`src/hdl/assert_macros.svh`:
```
// Assertion macros shared by the RTL of the conditional-execute block control.
// No dependencies; included by files that carry concurrent assertions.
`ifndef ASSERT_MACROS_SVH
`define ASSERT_MACROS_SVH

// Generic form: explicit clock and active-low reset.
`define ASSERT_CLKRST(label, clk, rst_n, prop, msg) \
  label: assert property (@(posedge clk) disable iff (!rst_n) prop) else $error(msg);

// Default form: block clock clk_i and reset rst_ni.
`define ASSERT_DEF(label, prop, msg) \
  `ASSERT_CLKRST(label, clk_i, rst_ni, prop, msg)

`endif

```
`src/hdl/cexb_pkg.sv`:
```
// Package for the conditional-execute block control: request/response types,
// function and condition codes, flag bit positions. No dependencies.
`default_nettype none

package cexb_pkg;

  // Width of the remaining-count registers (counts 0 to 7).
  localparam int CountBits = 3;

  typedef logic [CountBits-1:0] cnt_t;

  // Request function codes; code 3 has no meaning and is ignored.
  typedef enum logic [1:0] {
    FuncStart = 2'd0,
    FuncStep  = 2'd1,
    FuncClear = 2'd2
  } func_e;

  typedef enum logic [3:0] {
    CondEq    = 4'd0,
    CondNe    = 4'd1,
    CondCs    = 4'd2,
    CondCc    = 4'd3,
    CondMi    = 4'd4,
    CondPl    = 4'd5,
    CondVs    = 4'd6,
    CondVc    = 4'd7,
    CondHi    = 4'd8,
    CondLs    = 4'd9,
    CondGe    = 4'd10,
    CondLt    = 4'd11,
    CondGt    = 4'd12,
    CondLe    = 4'd13,
    CondAl    = 4'd14,
    CondNever = 4'd15
  } cond_e;

  // Status flag bit positions.
  localparam int FlagC = 0;
  localparam int FlagZ = 1;
  localparam int FlagN = 2;
  localparam int FlagV = 3;

  typedef struct packed {
    logic [1:0] func;
    logic [3:0] cond_code;
    logic [2:0] true_count;
    logic [2:0] false_count;
    logic [3:0] status_flags;
  } req_t;

  typedef struct packed {
    logic bubble;
    logic cond_taken;
    logic block_active;
  } rsp_t;

  // Current control state as seen by the rest of the block.
  typedef struct packed {
    logic taken;
    logic active;
  } ctrl_stat_t;

endpackage

`default_nettype wire

```
`src/hdl/cexb_cond_eval.sv`:
```
// Condition evaluator: one of sixteen condition codes against the C/Z/N/V flags.
// Depends on cexb_pkg.
`default_nettype none

module cexb_cond_eval (
  input  wire logic [3:0] cond_code_i,
  input  wire logic [3:0] flags_i,
  output logic            cond_true_o
);

  logic c, z, n, v;

  assign c = flags_i[cexb_pkg::FlagC];
  assign z = flags_i[cexb_pkg::FlagZ];
  assign n = flags_i[cexb_pkg::FlagN];
  assign v = flags_i[cexb_pkg::FlagV];

  always_comb begin
    case (cexb_pkg::cond_e'(cond_code_i))
      cexb_pkg::CondEq:    cond_true_o = z;
      cexb_pkg::CondNe:    cond_true_o = ~z;
      cexb_pkg::CondCs:    cond_true_o = c;
      cexb_pkg::CondCc:    cond_true_o = ~c;
      cexb_pkg::CondMi:    cond_true_o = n;
      cexb_pkg::CondPl:    cond_true_o = ~n;
      cexb_pkg::CondVs:    cond_true_o = v;
      cexb_pkg::CondVc:    cond_true_o = ~v;
      cexb_pkg::CondHi:    cond_true_o = c & ~z;
      cexb_pkg::CondLs:    cond_true_o = ~c | z;   // carry clear or zero set
      cexb_pkg::CondGe:    cond_true_o = ~(n ^ v);
      cexb_pkg::CondLt:    cond_true_o = n ^ v;
      cexb_pkg::CondGt:    cond_true_o = ~z & ~(n ^ v);
      cexb_pkg::CondLe:    cond_true_o = z | (n ^ v);
      cexb_pkg::CondAl:    cond_true_o = 1'b1;
      cexb_pkg::CondNever: cond_true_o = 1'b0;
      default:             cond_true_o = 1'b0;
    endcase
  end

endmodule

`default_nettype wire

```
`src/hdl/cexb_ctrl.sv`:
```
// Control state: stored outcome and true/false remaining counts, per-request
// update and response. Depends on cexb_pkg.
`default_nettype none

module cexb_ctrl (
  input  wire logic                 clk_i,
  input  wire logic                 rst_ni,
  input  wire logic                 step_en_i,
  input  wire cexb_pkg::req_t       req_i,
  input  wire logic                 cond_true_i,
  output cexb_pkg::rsp_t            rsp_o,
  output cexb_pkg::ctrl_stat_t      stat_o
);

  logic             taken_q, taken_d;
  cexb_pkg::cnt_t   true_left_q, true_left_d;
  cexb_pkg::cnt_t   false_left_q, false_left_d;
  logic             bubble;

  always_comb begin
    taken_d      = taken_q;
    true_left_d  = true_left_q;
    false_left_d = false_left_q;
    bubble       = 1'b0;
    case (cexb_pkg::func_e'(req_i.func))
      cexb_pkg::FuncStart: begin
        taken_d      = cond_true_i;
        true_left_d  = cexb_pkg::cnt_t'(req_i.true_count);
        false_left_d = cexb_pkg::cnt_t'(req_i.false_count);
      end
      cexb_pkg::FuncStep: begin
        // true part drains first, then the false part
        if (true_left_q != '0) begin
          true_left_d = true_left_q - cexb_pkg::cnt_t'(1);
          bubble      = ~taken_q;
        end else if (false_left_q != '0) begin
          false_left_d = false_left_q - cexb_pkg::cnt_t'(1);
          bubble       = taken_q;
        end
      end
      cexb_pkg::FuncClear: begin
        true_left_d  = '0;
        false_left_d = '0;
      end
      default: ;
    endcase
  end

  assign rsp_o.bubble       = bubble;
  assign rsp_o.cond_taken   = taken_d;
  assign rsp_o.block_active = (true_left_d != '0) || (false_left_d != '0);

  assign stat_o.taken  = taken_q;
  assign stat_o.active = (true_left_q != '0) || (false_left_q != '0);

  always_ff @(posedge clk_i or negedge rst_ni) begin
    if (!rst_ni) begin
      taken_q      <= 1'b0;
      true_left_q  <= '0;
      false_left_q <= '0;
    end else if (step_en_i) begin
      taken_q      <= taken_d;
      true_left_q  <= true_left_d;
      false_left_q <= false_left_d;
    end
  end

endmodule

`default_nettype wire

```
`src/hdl/conditional_execute_block_control_unit.sv`:
```
// Top level of the conditional-execute block control: request register,
// control state update and response register. Depends on cexb_pkg,
// cexb_cond_eval, cexb_ctrl and assert_macros.svh.
//
//   channel  | valid       | stall       | payload
//   ---------+-------------+-------------+------------------------
//   request  | in_valid_i  | in_stall_o  | in_req_i   (req_t)
//   response | out_valid_o | out_stall_i | out_rsp_o  (rsp_t)
//
// One request per clock while out_stall_i is low; each request yields exactly
// one response. Request register, then response register; the state update
// (condition select and one count decrement) sits between them.
// Reset clears both valid bits and the stored outcome and counts.
// A stalled response holds its register; the request register still takes a
// new request while it is empty or the response register can drain.
`default_nettype none
`include "assert_macros.svh"

module conditional_execute_block_control_unit (
  input  wire logic            clk_i,
  input  wire logic            rst_ni,
  input  wire logic            in_valid_i,
  output logic                 in_stall_o,
  input  wire cexb_pkg::req_t  in_req_i,
  output logic                 out_valid_o,
  input  wire logic            out_stall_i,
  output cexb_pkg::rsp_t       out_rsp_o
);

  // Request register stage
  logic            in_valid_q;
  cexb_pkg::req_t  in_req_q;

  // Response register stage
  logic            out_valid_q;
  cexb_pkg::rsp_t  out_rsp_q;

  logic                  out_ready;  // response register can load
  logic                  step_en;    // request in stage moves to response
  logic                  cond_true;
  cexb_pkg::rsp_t        rsp;
  cexb_pkg::ctrl_stat_t  stat;

  assign out_ready  = !out_valid_q || !out_stall_i;
  assign step_en    = in_valid_q && out_ready;
  assign in_stall_o = in_valid_q && !out_ready;

  assign out_valid_o = out_valid_q;
  assign out_rsp_o   = out_rsp_q;

  cexb_cond_eval u_cond_eval (
    .cond_code_i (in_req_q.cond_code),
    .flags_i     (in_req_q.status_flags),
    .cond_true_o (cond_true)
  );

  cexb_ctrl u_ctrl (
    .clk_i       (clk_i),
    .rst_ni      (rst_ni),
    .step_en_i   (step_en),
    .req_i       (in_req_q),
    .cond_true_i (cond_true),
    .rsp_o       (rsp),
    .stat_o      (stat)
  );

  // Request register: loads whenever it is not holding a blocked request.
  always_ff @(posedge clk_i or negedge rst_ni) begin
    if (!rst_ni) begin
      in_valid_q <= 1'b0;
    end else if (!in_stall_o) begin
      in_valid_q <= in_valid_i;
    end
  end

  always_ff @(posedge clk_i) begin
    if (in_valid_i && !in_stall_o) begin
      in_req_q <= in_req_i;
    end
  end

  // Response register
  always_ff @(posedge clk_i or negedge rst_ni) begin
    if (!rst_ni) begin
      out_valid_q <= 1'b0;
    end else if (out_ready) begin
      out_valid_q <= in_valid_q;
    end
  end

  always_ff @(posedge clk_i) begin
    if (step_en) begin
      out_rsp_q <= rsp;
    end
  end

  // ---------------------------------------------------------------------------
  // Assertions
  // ---------------------------------------------------------------------------
  logic clear_fire;
  logic start_fire;
  logic start_nonzero;
  logic start_open;
  logic block_off;
  logic step_idle;

  assign clear_fire    = step_en && (in_req_q.func == cexb_pkg::FuncClear);
  assign start_fire    = step_en && (in_req_q.func == cexb_pkg::FuncStart);
  assign start_nonzero = (cexb_pkg::cnt_t'(in_req_q.true_count) != '0) ||
                         (cexb_pkg::cnt_t'(in_req_q.false_count) != '0);
  assign start_open    = start_fire && start_nonzero;
  assign block_off     = !out_rsp_q.block_active && !stat.active;
  // step taken while no block is open
  assign step_idle     = step_en && !stat.active;

  // A clear leaves the block inactive in both the response and the state.
  `ASSERT_DEF(a_clear_ends_block, clear_fire |=> block_off, "clear did not end the block")
  // A start with any nonzero count opens an active block.
  `ASSERT_DEF(a_start_opens_block, start_open |=> out_rsp_q.block_active, "start left no block")
  // A bubble is only produced from a block that was active.
  `ASSERT_DEF(a_bubble_needs_block, step_idle |=> !out_rsp_q.bubble, "bubble with no block")

endmodule

`default_nettype wire

```
`config.mk`:
```
export PLATFORM = sky130hd
export DESIGN_NAME = conditional_execute_block_control_unit
export DESIGN_NICKNAME = d
export VERILOG_FILES = /design/src/hdl/cexb_pkg.sv /design/src/hdl/cexb_cond_eval.sv /design/src/hdl/cexb_ctrl.sv /design/src/hdl/conditional_execute_block_control_unit.sv
export VERILOG_INCLUDE_DIRS = /design/src /design/src/hdl
export SDC_FILE = /design/constraint.sdc
export NUM_CORES = 1
export LEC_CHECK = 0
export ABC_AREA = 1
export BUFFER_PORTS_ARGS = -buffer_cell sky130_fd_sc_hd__clkbuf_2
export CORE_ASPECT_RATIO = 1.2
export CORE_MARGIN = 10
export CORE_UTILIZATION = 58
export DETAILED_ROUTE_END_ITERATION = 6
export PLACE_DENSITY = 0.92
export SLEW_MARGIN = 20
export SYNTH_ARGS = -nofsm -noshare
export SYNTH_HDL_FRONTEND = slang
export SYNTH_SLANG_ARGS = --single-unit
```
`constraint.sdc`:
```
create_clock -name clk_i -period 3.15 [get_ports clk_i]
set_clock_uncertainty 0.1 [all_clocks]
set_input_delay 0.945 -clock clk_i [delete_from_list [all_inputs] [get_ports clk_i]]
set_output_delay 0.945 -clock clk_i [all_outputs]
set_load 0.03 [all_outputs]
```
==> flow_metrics.env <==
export IMPL_status="complete, no violations"
export IMPL_cts_tree="done"
export IMPL_gp_congestion=0.928
export IMPL_grt_max_degree=17
export IMPL_clk_latency_ns=0.31
export IMPL_nNetsFinal=211
export IMPL_path_clk_slew_ns=0.13
export IMPL_cts_hold_buffers=0
export IMPL_wl_per_cell_um=12.2
export IMPL_hold_class="in -> async"
export IMPL_fp_coreArea_um2=2330
export IMPL_crit_start="out_stall_i"
export IMPL_drtIter0Drc=69
export IMPL_synth_seq_area_share=0.559
export IMPL_port_buffers=24
export IMPL_synth_area_um2=1420
export IMPL_path_max_fanout=3
export IMPL_rsz0062_at_grt="no"
export IMPL_numClockSinks=28
export IMPL_num_rows=19
export IMPL_dr_total_vias=1132
export IMPL_hold_violations=0
export IMPL_grt_pass1_vias=1153
export IMPL_maxCapViolCount=0
export IMPL_synth_avg_cell_area_um2=8.95
export IMPL_end_kind="primary output"
export IMPL_grt_usage=0.119
export IMPL_synth_seq_cells=28
export IMPL_fillCellCount=189
export IMPL_die_h_um=74.3
export IMPL_cts_resized=0
export IMPL_clock_power_share=0.163
export IMPL_timing_rr_end="out_rsp_o[0]"
export IMPL_die_area_um2=4840
export IMPL_crit_arrival_ns=1.43
export IMPL_synth_top_area_cell="edfxtp_1"
export IMPL_combPwrFrac=0.339
export IMPL_dpl_hpwl_um=2120
export IMPL_cts_root_buf="clkbuf_4"
export IMPL_rr_startpoint="u_ctrl.true_left_q[0]"
export IMPL_fin_crit_sh=0.786
export IMPL_fmax_mhz=404
export IMPL_grt_pass1_wl_um=4640
export IMPL_drc=0
export IMPL_cts_setup_buffers=0
export IMPL_p_sw_w=0.000353
export IMPL_synth_area_top_cells="edfxtp_1 40%, dfrtp_1 16%, nand2_1 12%"
export IMPL_start_util=0.611
export IMPL_worst_path_most_repeated_cell="clkbuf_2"
export IMPL_final_core_util=0.691
export IMPL_path_delay_family="buffers and inverters"
export IMPL_drt_pass1_iter_count=4
export IMPL_viasPerCell=5.22
export IMPL_drive_gt1_frac=0.215
export IMPL_synth_warnings=0
export IMPL_cp_cell_sequence="clkbuf_2, nand2_1, nor2_1, clkbuf_2"
export IMPL_synthCells=159
export IMPL_ant_nets=0
export IMPL_slew_headroom=0.645
export IMPL_antenna_found_initial=0
export IMPL_crit_buf_inv=2
export IMPL_endpoint="in_stall_o"
export IMPL_internal_power_w=0.000648
export IMPL_vdd_drop_max_uv=548
export IMPL_setup_tns_ns=0
export IMPL_cp_required_ns=2.10
export IMPL_die_x_um=65.2
export IMPL_ioPinCount=25
export IMPL_critPathKind="in -> out"
export IMPL_antenna_cells=0
export IMPL_cts_buffers=3
export IMPL_wl_um=2640
export IMPL_switching_share=0.353
export IMPL_leakage_nw=0.753
export IMPL_path_depth=4
export IMPL_synthToLayoutAreaGrowth_pct=13.2
export IMPL_htreeDepth=1
export IMPL_powerDensity_nw_per_um2=621
export IMPL_ys_types=18
export IMPL_rrSetupSlack_ns=1.21
export IMPL_slowest_stage="clkbuf_2"
export IMPL_fin_crit_ns=2.48
export IMPL_cp_start_kind="input port"
export IMPL_cts_buffer_depth=2
export IMPL_p_seq_frac=0.499
export IMPL_max_stage_delay_ns=0.22
export IMPL_setup_viol=0
export IMPL_synth_top_area_frac=0.401
export IMPL_overflow=0
export IMPL_slew_violations=0
export IMPL_worst_pin_slew_ns=0.532
export IMPL_syn_nets=183
export IMPL_reg2reg_depth=9
## registers in the layout, summed over array words and instances (netlist names)
signal	count
in_req_q	16
in_valid_q	1
out_rsp_o	3
out_valid_o	1
u_ctrl.false_left_q	3
u_ctrl.taken_q	1
u_ctrl.true_left_q	3
## per-stage QoR
stage / cells / total power (W) / hold slack (ns) / cell area, µm² / setup slack, ns
floorplan: 159 / 0.000764 / 0.348 / 1420 / 0.641
global placement: 213 / 0.000824 / 0.358 / 1570 / 0.676
detailed placement: 213 / 0.000843 / 0.377 / 1570 / 0.665
CTS: 217 / 0.00101 / 0.357 / 1610 / 0.664
global route: 217 / 0.00108 / 0.348 / 1610 / 0.617
finish: 217 / 0.00100 / 0.363 / 1610 / 0.674
## area by class of cell
class | count | area [µm²] | share of cell area
repair buffers | 24 | 120 | 0.0746
inverters | 23 | 86.3 | 0.0536
flip-flops and latches | 28 | 796 | 0.494
clock buffers | 4 | 36.3 | 0.0225
well taps | 31 | 38.8 | 0.0241
multi-input cells | 107 | 533 | 0.331
## metal layers
layer	track usage	vias up	wire, µm
met3	0.0345	6	156
met5	0	-	0
li1	-	579	-
met4	0.0762	0	56
met1	0.137	516	1090
met2	0.192	31	1340
## cell usage in the layout, fill, tap and decap left out, types with 5 or more instances in the layout
master	Yosys	final
edfxtp_1	19	19
nand2_2	5	5
o211ai_1	7	7
clkbuf_2	0	24
dfrtp_1	9	9
inv_1	19	19
o21ai_0	17	17
nand3_1	10	10
nor2_1	8	8
nand2_1	46	46
## logic make-up (layout without fill, tap and decap cells)
| group | after synthesis | in the layout | share of synthesized area |
|---|---|---|---|
| AO/OA/AOI/OAI | 28 | 28 | 0.113 |
| XOR/XNOR | 1 | 1 | 0.00616 |
| adder cells (fa/ha/maj) | 4 | 4 | 0.0352 |
| buffers and inverters | 24 | 51 | 0.0660 |
| flip-flops | 28 | 28 | 0.559 |
| AND/OR/NAND/NOR | 74 | 74 | 0.220 |
## power groups by stage
stage | clock [W] | sequential, W | combinational [W]
floorplan | 0 | 0.000516 | 0.000247
CTS | 0.000170 | 0.000498 | 0.000339
global route | 0.000187 | 0.000506 | 0.000390
global placement | 0 | 0.000502 | 0.000322
finish | 0.000163 | 0.000499 | 0.000339
detailed placement | 0 | 0.000506 | 0.000337
## worst min path at each step
stage / start / endpoint / slack [ns] / depth (start not counted)
floorplan: in_valid_q / out_valid_o / 0.35 / 2
global placement: in_valid_q / out_valid_o / 0.36 / 2
detailed placement: in_valid_q / out_valid_o / 0.38 / 2
CTS: rst_ni / u_ctrl.false_left_q[2] / 0.36 / 1
global route: rst_ni / u_ctrl.false_left_q[0] / 0.35 / 1
finish: rst_ni / u_ctrl.false_left_q[2] / 0.36 / 1
## cells in the mapped netlist, drive strengths merged
master   n
nand2   51
inv     23
edfxtp  19
o21ai   17
nand3   10
nor2    10
dfrtp    9
o211ai   7
a21oi    4
ha       4
nor3     2
buf      1
nor4     1
xor2     1
(Power assumes the default switching activity.)
